`config.mk`:
```
export PLATFORM = sky130hd
export DESIGN_NAME = rbr_fifo
export DESIGN_NICKNAME = d
export VERILOG_FILES = /design/src/rtl/assert_macros.svh /design/src/rtl/rbr_fifo.sv
export SDC_FILE = /design/constraint.sdc
export NUM_CORES = 1
export LEC_CHECK = 0
export ABC_AREA = 1
export ABC_CLOCK_PERIOD_IN_PS = 4920
export BUFFER_PORTS_ARGS = -buffer_cell sky130_fd_sc_hd__buf_4
export CELL_PAD_IN_SITES_DETAIL_PLACEMENT = 1
export CELL_PAD_IN_SITES_GLOBAL_PLACEMENT = 1
export CORE_ASPECT_RATIO = 2
export CORE_UTILIZATION = 41
export DETAILED_ROUTE_END_ITERATION = 10
export PLACE_DENSITY = 0.73
export SLEW_MARGIN = 25
export SYNTH_ARGS = -nofsm -noshare
export SYNTH_HDL_FRONTEND = slang
export SYNTH_SLANG_ARGS = --single-unit
```
`constraint.sdc`:
```
create_clock -name clk_i -period 4.92 [get_ports clk_i]
set_input_delay 0.738 -clock clk_i [delete_from_list [all_inputs] [get_ports clk_i]]
set_output_delay 0.738 -clock clk_i [all_outputs]
set_load 0.02 [all_outputs]
```
`src/rtl/assert_macros.svh`:
```
// Assertion helpers for the RTL files that check themselves.
// Each check is sampled on the rising clock edge and is off while reset is low.
`ifndef ASSERT_MACROS_SVH
`define ASSERT_MACROS_SVH

// Property must hold at every checked edge.
`define RBR_ASSERT(lbl, prop, msg) \
  lbl: assert property (@(posedge clk_i) disable iff (!rst_ni) (prop)) else $error(msg);

// Condition must never be true at a checked edge.
`define RBR_NEVER(lbl, cond, msg) \
  `RBR_ASSERT(lbl, !(cond), msg)

`endif

```
`src/rtl/rbr_fifo.sv`:
```
`timescale 1ns / 1ps
`default_nettype none
// ----------------------------------------------------------------------------
// rbr_fifo
// Short first-in first-out queue between the front and the back.
// ----------------------------------------------------------------------------
module rbr_fifo #(
  parameter int unsigned WIDTH = 42,
  parameter int unsigned DEPTH = 4
) (
  input  wire logic                       clk_i,
  input  wire logic                       rst_ni,
  input  wire logic                       push_i,
  input  wire logic [WIDTH-1:0]           wdata_i,
  input  wire logic                       pop_i,
  output logic      [WIDTH-1:0]           rdata_o,
  output logic                            full_o,
  output logic                            empty_o,
  output logic      [$clog2(DEPTH+1)-1:0] count_o
);
  localparam int unsigned PW = (DEPTH > 1) ? $clog2(DEPTH) : 1;

  logic [WIDTH-1:0]           mem_q [DEPTH];
  logic [PW-1:0]              wp_q, wp_d, rp_q, rp_d;
  logic [$clog2(DEPTH+1)-1:0] cnt_q, cnt_d;

  assign full_o  = (cnt_q == ($clog2(DEPTH+1))'(DEPTH));
  assign empty_o = (cnt_q == '0);
  assign count_o = cnt_q;
  assign rdata_o = mem_q[rp_q];

  // Pointer and fill count update.
  always_comb begin
    wp_d  = wp_q;
    rp_d  = rp_q;
    cnt_d = cnt_q;
    if (push_i) begin
      wp_d = (wp_q == PW'(DEPTH - 1)) ? '0 : wp_q + PW'(1);
    end
    if (pop_i) begin
      rp_d = (rp_q == PW'(DEPTH - 1)) ? '0 : rp_q + PW'(1);
    end
    if (push_i && !pop_i) cnt_d = cnt_q + ($clog2(DEPTH+1))'(1);
    else if (pop_i && !push_i) cnt_d = cnt_q - ($clog2(DEPTH+1))'(1);
  end

  always_ff @(posedge clk_i or negedge rst_ni) begin
    if (!rst_ni) begin
      wp_q  <= '0;
      rp_q  <= '0;
      cnt_q <= '0;
    end else begin
      wp_q  <= wp_d;
      rp_q  <= rp_d;
      cnt_q <= cnt_d;
    end
  end

  // Storage.
  always_ff @(posedge clk_i) begin
    if (push_i) begin
      mem_q[wp_q] <= wdata_i;
    end
  end
endmodule
`default_nettype wire

```
**Word-level counts from Yosys, hierarchy flattened**

Memories as Yosys holds them, arrays and structs flattened.
Cells that the tools add are included.

- Input port bits: 46
- Output and inout port bits: 47
- Word-level logic and storage cells: 23
- Memories: 1
- Register bits after elaboration: 7
- RAM bits: 168

- Reduce and logical (&&, ||, !) cells: 6
- Equality and inequality tests: 3
- Mux-type cells: 6
- Add/subtract/negate cells: 4

Memory list:

| memory | depth | bits a word | read ports | clocked after Yosys merged registers in | wr ports | RTL line | source |
|---|---|---|---|---|---|---|---|
| mem_q | 4 | 42 | 1 | 0 | 1 | rbr_fifo.sv:23 | `logic [WIDTH-1:0] mem_q [DEPTH];` |

Operator list:

| cell | count |
|---|---|
| two-way mux 3 bit | 2 |
| adder 2 x 1 -> 2 bit, second input constant | 2 |
| == test 2 bit, second input constant | 2 |
| two-way mux 2 bit | 2 |
| adder 3 x 1 -> 3 bit, second input constant | 1 |
| == test 3 bit, second input constant | 1 |
| logical NOT 3 bit | 1 |
| subtractor 3 x 1 -> 3 bit, second input constant | 1 |
| logical AND 1 bit | 2 |
| logical NOT 1 bit | 2 |
| two-way mux 1 bit | 2 |
| nonzero test 2 bit | 1 |

**Logic depth before layout (Yosys ltp)**

Gate-level depths: netlist (run 1).

- Depth after elaboration: 4
- Mapped depth: 9
- Gate-level depth less buffers: 9

**Least setup slack after synthesis (run 1)**

Ideal clock, no wire load.

- Kind: input to register
- Start: in push_i
- End: mem mem_q[3][0] (enable)
- Setup time: 0.396 ns
- Stages: 2
- Data arrival time: 1.603 ns
- Setup slack: 2.920 ns
- Data required time: 4.524 ns
- Path through: nand2_1 -> inv_1

- Word-level cells in the longest chain between the ends: 2

Ends and longest elaborated chain:

| what | RTL line | source |
|---|---|---|
| start: declaration | rbr_fifo.sv:13 | `input wire logic push_i,` |
| two-way mux 1 bit | rbr_fifo.sv:61 | `if (push_i) begin` |
| two-way mux 1 bit (not written as such) | rbr_fifo.sv:62 | `mem_q[wp_q] <= wdata_i;` |
| end: declaration | rbr_fifo.sv:23 |  |

Every way passes these cells.

**Worst setup path in the final report (run 1)**

- Start: reg rp_q[0]
- End: out rdata_o[10]

- Word-level cells in the longest chain between the ends: 1

Ends and longest elaborated chain:

| what | RTL line | source |
|---|---|---|
| start: declaration | rbr_fifo.sv:24 | `logic [PW-1:0] wp_q, wp_d, rp_q, rp_d;` |
| start signal: assignment | rbr_fifo.sv:54 | `rp_q <= rp_d;` |
| memory (4 x 42 bit) | -- |  |
| end: declaration | rbr_fifo.sv:16 | `output logic [WIDTH-1:0] rdata_o,` |

Every way passes these cells.

==> run_results.csv, run 1 <==
group,metric,value,unit
global_route,grtUsageTotal,18.6,%
synthesis,yosys_warnings,0,
timing,period_share,63.3,%
setup_path,worstPathRequired,4.18,ns
detailed_routing,routed-wl-met3,475,µm
synthesis,syn-mean-instance-area,13.3,µm²
detailed_routing,num_vias,4297,
pwr,leakage,3.49,nW
floorplan,io_pins,93,
cells_and_area,drive_gt1_share,23.4,%
clock_network,insertion_delay,0.43,ns
clock_network,hold_buffers,0,
global_route,grt_pass1_vias,4860,
detailed_routing,top_layer,"met4",
synthesis,ys_ff_latch,175,
timing,setup_viol,0,
cells_and_area,finish.net_count,681,
setup_path,crit_path_start_kind,"flop",
clock_network,cts_root_buf,"clkbuf_16",
floorplan,rows,68,
pwr,peakVddDrop,0.315,mV
setup_path,crit_type,"flop to output port",
cells_and_area,final_common_cell,"edfxtp_1",
floorplan,coreArea,0.0173,mm²
setup_path,critPathMaxFanout,101,
pwr,powerDensity,603,mW/mm²
setup_path,cp_slowest_cell,"inv_6",
clock_network,clock_sinks,175,
cells_and_area,diodes,0,
detailed_routing,detail-route-antenna-nets,0,
global_route,grt_first_pass_wirelength,24.6,mm
synthesis,synth_cell_types,20,
clock_network,path_clk_slew,0.07,ns
setup_path,cpMostUsedCell,"nand2_1",
flow_run,drv_cap,0,
timing,rsz0062_at_grt,"false",
timing,hold_viol,0,
floorplan,initial_core_util,41.8,%
detailed_routing,drt_iter0_markers,122,
cells_and_area,n_fill_cell,1775,
detailed_routing,drtPass1Iterations,4,
place,place_congestion,0.679,
detailed_routing,m1WireLength,5.81,mm
timing,finalSetupTns,0,ns
detailed_routing,route.met2.wl,8.77,mm
floorplan,dieArea,0.0182,mm²
min_path,hold_path.class,"input port to async pin",
cells_and_area,final_cell_mix,"168 x edfxtp_1, 142 x nand2_1, 93 x buf_4",
detailed_routing,drc_errors,0,
detailed_routing,drt-total-wl,15.4,mm
synthesis,synth.cell_area,0.00722,mm²
global_route,antenna_found_initial,0,
detailed_routing,wl_per_cell,18.1,µm
floorplan,die_h,190,µm
setup_path,crit_path_max_incr_delay,0.57,ns
cells_and_area,finish.instance_area,0.00857,mm²
setup_path,cp-end-kind,"output port",
place,numPortBuffers,92,
timing,tightest_slew,0.831,ns
synthesis,synth-seq-area-share,72.3,%
synthesis,syn_inst,542,
place,place_area,0.00799,mm²
timing,finalMaxSlewViolations,0,
cells_and_area,area_growth_syn_to_layout,18.7,%
clock_network,post_cts_resized,0,
setup_path,cp.arrival,2.38,ns
clock_network,cts-htree-levels,4,
global_route,grt_start_max_net_pins,102,
status,status,"complete, no violations",
timing,fin_crit,3.11,ns
clock_network,cts_tree,"done",
timing,max_clock_freq,321,MHz
setup_path,crit_chain,"inv_6 > buf_12 > nand2_1 > o211ai_1 > nand2_1 > buf_4",
place,hpwl,9.33,mm
synthesis,syn_nets,595,
clock_network,cts_buffer_depth,2,
clock_network,cts_buffers,17,
timing,skew,0.00667,ns
global_route,grt_overflow,0,
clock_network,postCtsSetupRepairBufs,0,
floorplan,die_w,95.8,µm
timing,slew_headroom,44.5,%
detailed_routing,vias_per_cell,5.06,
[cells in the mapped netlist, drive strengths merged]
cell	number	area, µm²
nand2	142	533
clkinv	1	5.00
ha	6	75.1
dfrtp	7	175
xnor2	1	8.76
buf	27	219
nor2	1	3.75
o211ai	84	731
fa	1	20.0
nand4	1	6.26
nor3	2	10.0
o21ai	4	20.0
edfxtp	168	5040
nand3	1	5.00
inv	96	360
[critical path, delay by kind of cell (launching register included)]
kind	cells	cell delay, ns
buf+inv	3	1.11
simple gates	2	0.24
compound gates	1	0.12
flops	1	0.44
[cells by family (layout without fill, tap and decap cells)]
| group | count (synthesis) | count (layout) | synth area share [%] |
|---|---|---|---|
| flip-flops | 175 | 175 | 72.3 |
| AND/OR/NAND/NOR | 147 | 147 | 7.73 |
| buffers and inverters | 124 | 222 | 8.10 |
| AO/OA/AOI/OAI | 88 | 88 | 10.4 |
| adder cells (fa/ha/maj) | 7 | 7 | 1.32 |
| XOR/XNOR | 1 | 1 | 0.121 |
[through the flow]
| stage | setup slack [ns] | utilization, % | hold slack [ns] | total power [mW] | std cells |
|---|---|---|---|---|---|
| 2_1_floorplan | 2.92 | - | 0.442 | 3.26 | 542 |
| 3_3_place_gp | 2.15 | 46.2 | 0.512 | 3.85 | 819 |
| 3_5_place_dp | 2.05 | 46.3 | 0.531 | 3.93 | 819 |
| 4_1_cts | 1.58 | 49.6 | 0.0908 | 5.25 | 850 |
| 5_1_grt | 1.65 | 49.6 | 0.0934 | 5.45 | 850 |
| 6_report | 1.81 | 49.6 | 0.110 | 5.17 | 850 |
[flip-flops by register name (all words and copies together), names as in the netlist]
register,cells
count_o,3
wp_q,2
rp_q,2
mem_q,168
[cell type report]
class | instances | area, µm² | area share, %
inverter | 97 | 380 | 4.44
clock buffer | 18 | 429 | 5.01
sequential | 175 | 5220 | 61.0
multi-input combinational | 243 | 1410 | 16.5
clock inverter | 13 | 141 | 1.65
tap | 210 | 263 | 3.07
timing repair buffer | 94 | 718 | 8.38
[where the power goes]
group          total [mW]  internal [mW]  switching [mW]  leakage (nW)
clock network        1.31          0.746           0.564         0.262
logic                1.85          0.634            1.21          1.60
registers            2.01           1.92          0.0910          1.63
total                5.17           3.30            1.87          3.49
[per-layer routing]
metal	vias up	track usage, %
li1	2045	-
met1	2165	19.5
met2	66	34.8
met3	21	4.00
met4	0	7.69
met5	-	0
[worst paths after layout]
kind | start | endpoint | slack [ns] | depth (start not counted)
max | rp_q[0]$_DFFE_PN0P_ | rdata_o[10] | 1.81 | 6
min | rst_ni | rp_q[1]$_DFFE_PN0P_ | 0.11 | 1
max reg2reg | wp_q[0]$_DFFE_PN0P_ | mem_q[2][3]$_DFFE_PP_ | 3.23 | 4
min reg2reg | count_o[2]$_DFFE_PN0P_ | count_o[2]$_DFFE_PN0P_ | 0.56 | 2
max in group asynchronous | rst_ni | rp_q[1]$_DFFE_PN0P_ | 4.68 | 1
min in group clk_i | wdata_i[13] | mem_q[0][13]$_DFFE_PP_ | 0.50 | 1
No activity file was read; power rests on OpenSTA's default activity.
==> run 2: changes to the inputs <==
ABC_CLOCK_PERIOD_IN_PS = 3000   (was 4920)
clock period = 3 ns   (was 4.92 ns; I/O delays follow)
==> run_results.csv, run 2 (same netlist as run 1, synthesis figures left out) <==
group,metric,value,unit
cells_and_area,drive_gt1_share,24.9,%
global_route,antenna_found_initial,0,
clock_network,clock_sinks,175,
cells_and_area,largest_reg_flops,168,
setup_path,cpMostUsedCell,"buf_4",
cells_and_area,n_fill_cell,1779,
timing,finalSetupTns,0,ns
cells_and_area,diodes,0,
detailed_routing,drtPass1Iterations,4,
global_route,grt_overflow,0,
min_path,hold_path.class,"input port to flop",
timing,max_clock_freq,412,MHz
floorplan,io_pins,93,
clock_network,cts_root_buf,"clkbuf_16",
timing,finalMaxSlewViolations,0,
floorplan,dieArea,0.0182,mm²
setup_path,cp_top_family,"flip-flops",
detailed_routing,drc_errors,0,
flow_run,drv_cap,0,
clock_network,postCtsSetupRepairBufs,0,
clock_network,hold_buffers,1,
setup_path,worstPathRequired,2.55,ns
timing,tightest_slew,0.687,ns
clock_network,insertion_delay,0.43,ns
timing,period_share,80.9,%
timing,setup_viol,0,
detailed_routing,drt-total-wl,15.4,mm
timing,fin_crit,2.43,ns
setup_path,crit_path_start_kind,"flop",
floorplan,initial_core_util,41.8,%
clock_network,cts_tree,"done",
setup_path,crit_path_max_incr_delay,0.70,ns
floorplan,die_h,190,µm
min_path,hold_depth,1,
cells_and_area,utilization,50.5,%
detailed_routing,drt_iter0_markers,143,
timing,skew,0.00829,ns
clock_network,cts_buffers,17,
global_route,grt_start_max_net_pins,66,
detailed_routing,wl_per_cell,17.8,µm
setup_path,critical_path_depth,4,
floorplan,coreArea,0.0173,mm²
status,status,"complete, no violations",
setup_path,cp.arrival,1.98,ns
setup_path,crit_type,"flop to output port",
detailed_routing,num_vias,4286,
global_route,grt_first_pass_wirelength,24.3,mm
cells_and_area,final_cell_mix,"168 x edfxtp_1, 142 x nand2_1, 100 x buf_4",
global_route,grt_pass1_vias,4675,
setup_path,r2r_cells,5,
timing,slew_headroom,54.1,%
setup_path,crit_chain,"buf_4 > o211ai_1 > nand2_1 > buf_4",
pwr,powerDensity,1000,mW/mm²
detailed_routing,detail-route-antenna-nets,0,
floorplan,rows,68,
place,hpwl,10.0,mm
clock_network,path_clk_slew,0.07,ns
place,numPortBuffers,92,
pwr,peakVddDrop,0.615,mV
clock_network,cts-htree-levels,4,
floorplan,die_w,95.8,µm
global_route,grtUsageTotal,18.5,%
cells_and_area,final_common_cell,"edfxtp_1",
setup_path,cp-end-kind,"output port",
detailed_routing,vias_per_cell,4.98,
timing,hold_viol,0,
timing,rsz0062_at_grt,"false",
cells_and_area,finish.net_count,691,
place,place_congestion,0.718,
cells_and_area,top_register,"mem_q",
clock_network,cts_buffer_depth,2,
setup_path,cp_slowest_cell,"dfrtp_2",
setup_path,worst-path-buf-inv,2,
pwr,leakage,3.58,nW
setup_path,critPathMaxFanout,23,
cells_and_area,area_growth_syn_to_layout,20.8,%
clock_network,post_cts_resized,0,
[run 2: cell count changes in the layout (fill, tap and decap cells not counted), moves of 2 or more]
cell        before  now
inv_2            0    4
buf_4           93  100
inv_4            4    1
clkinvlp_4       5    3
buf_12           1    3
bufinv_16        2    4
[run 2: final timing paths]
| check | from | to | slack (ns) |
|---|---|---|---|
| setup / recovery | rp_q[1]$_DFFE_PN0P_ | rdata_o[33] | 0.57 |
| hold / removal | wdata_i[5] | mem_q[3][5]$_DFFE_PP_ | 0.22 |
| setup reg to reg | wp_q[1]$_DFFE_PN0P_ | mem_q[1][9]$_DFFE_PP_ | 1.16 |
| hold reg to reg | count_o[2]$_DFFE_PN0P_ | count_o[2]$_DFFE_PN0P_ | 0.53 |
| max in group asynchronous | rst_ni | rp_q[1]$_DFFE_PN0P_ | 2.48 |
| min in group asynchronous | rst_ni | rp_q[1]$_DFFE_PN0P_ | 0.38 |
[run 2: power by group]
group | internal [mW] | total, mW | switching, mW
logic | 1.10 | 3.05 | 1.94
registers | 3.14 | 3.33 | 0.193
clock network | 1.41 | 2.34 | 0.936
total | 5.65 | 8.72 | 3.07
[run 2: cell type report]
cell class / instances / area (µm²) / area share (%)
Tap cell: 210 / 263 / 3.01
Multi-Input combinational cell: 243 / 1410 / 16.2
Sequential cell: 175 / 5220 / 59.9
Inverter: 97 / 368 / 4.22
Clock inverter: 15 / 208 / 2.38
Clock buffer: 17 / 425 / 4.88
Timing Repair Buffer: 104 / 821 / 9.41
[run 2: routing by layer]
layer	vias to the layer above	global-route usage (%)	wire, µm
met4	0	8.38	422
met5	-	0	0
li1	2072	-	-
met2	90	34.4	8730
met3	21	3.76	480
met1	2103	19.4	5720
[run 2: metrics by stage]
stage                     power [mW]  instance area [µm²]  hold slack (ns)  setup slack (ns)  instances
after floorplan                 5.35                 7220            0.154              1.12        542
after global placement          6.38                 8080            0.278              1.02        828
after detailed placement        6.50                 8080            0.279             0.994        828
after CTS                       8.86                 8720            0.201             0.528        861
after global routing            9.20                 8720            0.204             0.371        861
final                           8.72                 8720            0.219             0.574        861
==> run 3: changes to the inputs <==
ABC_CLOCK_PERIOD_IN_PS = 2200   (was 3000)
PLACE_DENSITY = 0.75   (was 0.73)
clock period = 2.2 ns   (was 3 ns; I/O delays follow)
==> run_results.csv, run 3 (same netlist as run 1, synthesis figures left out) <==
group,metric,value,unit
place,hpwl,10.1,mm
setup_path,cp.arrival,1.79,ns
global_route,grt_pass1_vias,4996,
clock_network,cts_tree,"done",
setup_path,crit_chain,"bufinv_16 > buf_12 > nand2_1 > o211ai_1 > nand2_1 > buf_4",
setup_path,critPathMaxFanout,24,
floorplan,rows,68,
detailed_routing,vias_per_cell,5.05,
cells_and_area,final_common_cell,"edfxtp_1",
setup_path,worstPathRequired,1.87,ns
pwr,leakage,3.66,nW
setup_path,r2r-start,"wp_q[1]$_DFFE_PN0P_",
clock_network,cts_buffer_depth,2,
timing,finalSetupTns,0,ns
setup_path,cpMostUsedCell,"nand2_1",
timing,hold_viol,0,
timing,rsz0062_at_grt,"false",
floorplan,dieArea,0.0182,mm²
cells_and_area,final_cell_mix,"168 x edfxtp_1, 142 x nand2_1, 100 x buf_4",
min_path,hold_path.class,"input port to flop",
global_route,grt_overflow,0,
place,numPortBuffers,92,
detailed_routing,detail-route-antenna-nets,0,
cells_and_area,finish.net_count,699,
detailed_routing,wl_per_cell,19.0,µm
setup_path,crit_path_start_kind,"flop",
pwr,powerDensity,1370,mW/mm²
min_path,min_from,"wdata_i[34]",
clock_network,cts-htree-levels,4,
floorplan,initial_core_util,41.8,%
place,place_congestion,0.758,
floorplan,coreArea,0.0173,mm²
global_route,grtUsageTotal,19.9,%
setup_path,cp_top_family,"buffers and inverters",
detailed_routing,drc_errors,0,
detailed_routing,drtPass1Iterations,4,
timing,fin_crit,2.12,ns
setup_path,cp_slowest_cell,"dfrtp_2",
status,status,"complete, no violations",
setup_path,cp-end-kind,"output port",
clock_network,clock_sinks,175,
setup_path,worst-path-buf-inv,3,
setup_path,startpoint,"rp_q[0]$_DFFE_PN0P_",
detailed_routing,drt-total-wl,16.5,mm
timing,skew,0.00425,ns
floorplan,die_w,95.8,µm
timing,period_share,96.3,%
setup_path,crit_type,"flop to output port",
timing,max_clock_freq,472,MHz
detailed_routing,drt_iter0_markers,154,
timing,finalMaxSlewViolations,0,
setup_path,crit_path_max_incr_delay,0.42,ns
detailed_routing,num_vias,4394,
pwr,peakVddDrop,0.680,mV
floorplan,die_h,190,µm
global_route,grt_first_pass_wirelength,26.0,mm
timing,tightest_slew,0.477,ns
global_route,grt_start_max_net_pins,44,
cells_and_area,top_register,"mem_q",
cells_and_area,area_growth_syn_to_layout,23.1,%
clock_network,cts_root_buf,"clkbuf_16",
clock_network,insertion_delay,0.42,ns
global_route,antenna_found_initial,1,
flow_run,drv_cap,0,
clock_network,path_clk_slew,0.07,ns
timing,slew_headroom,68.2,%
cells_and_area,largest_reg_flops,168,
cells_and_area,drive_gt1_share,25.3,%
clock_network,cts_buffers,17,
floorplan,io_pins,93,
cells_and_area,utilization,51.4,%
timing,setup_viol,0,
==> run 3: cell count changes in the layout (fill, tap and decap cells not counted), moves of 2 or more <==
cell        change
buf_12          +2
clkinv_4        +2
clkinvlp_4      -2
clkbuf_1        +2
clkinv_2        -2
buf_16          +4
clkinv_1        +2
==> run 3: worst reg2reg max path, delay by kind of cell (launching register included) <==
family,cells,cell delay [ns]
buf+inv,3,0.58
flops,1,0.40
simple gates,1,0.07
fa+ha+maj,1,0.21
==> run 3: through the flow <==
step	hold WS, ns	cells	cell area, µm²	total power, mW	setup WS, ns
2_1_floorplan	0.0344	542	7220	7.29	0.319
3_3_place_gp	0.150	831	8150	8.78	0.440
3_5_place_dp	0.153	831	8150	8.98	0.355
4_1_cts	0.0831	869	8890	12.4	0.0299
5_1_grt	0.0862	870	8880	12.8	0.0142
6_report	0.104	870	8880	12.2	0.0824
==> run 3: final cells by class <==
cell class / instances / area (µm²)
multi-input combinational: 243 / 1410
tap: 210 / 263
clock buffer: 19 / 433
clock inverter: 13 / 163
antenna: 1 / 2.50
inverter: 97 / 395
timing repair buffer: 111 / 982
fill: 1781 / 8390
timing repair inverter: 1 / 8.76
sequential: 175 / 5220
==> run 3: path summary, 6_finish.rpt <==
path,end,slack [ns],depth (start not counted)
worst max-delay path,rdata_o[29],0.08,6
worst min-delay path,mem_q[3][34]$_DFFE_PP_,0.10,1
worst max register to register,mem_q[1][1]$_DFFE_PP_,0.56,5
worst min register to register,count_o[2]$_DFFE_PN0P_,0.54,2
max in group asynchronous,rp_q[0]$_DFFE_PN0P_,1.80,2
min in group asynchronous,count_o[0]$_DFFE_PN0P_,0.26,2
==> run 3: repair_timing <==
action / 4_1_cts / 5_1_grt
gates cloned: 3 / 0
hold buffers: 1 / 0
pin swaps: 0 / 2
resized for setup: 8 / 2
setup buffers: 2 / 0
setup endpoints to repair: 33 / 9
endpoints found under the hold margin: 7 / 0
==> run 3: power by group <==
part / switching [mW] / internal [mW]
clock: 1.25 / 1.79
sequential: 0.203 / 4.28
combinational: 2.87 / 1.77
total: 4.32 / 7.85
==> run 3: routing by layer <==
metal / vias to the layer above / GRT usage [%] / share of wire, %
li1: 2089 / - / -
met1: 2195 / 20.1 / 35
met2: 84 / 37.7 / 59
met3: 26 / 4.00 / 3.0
met4: 0 / 8.84 / 3.1
met5: - / 0 / 0
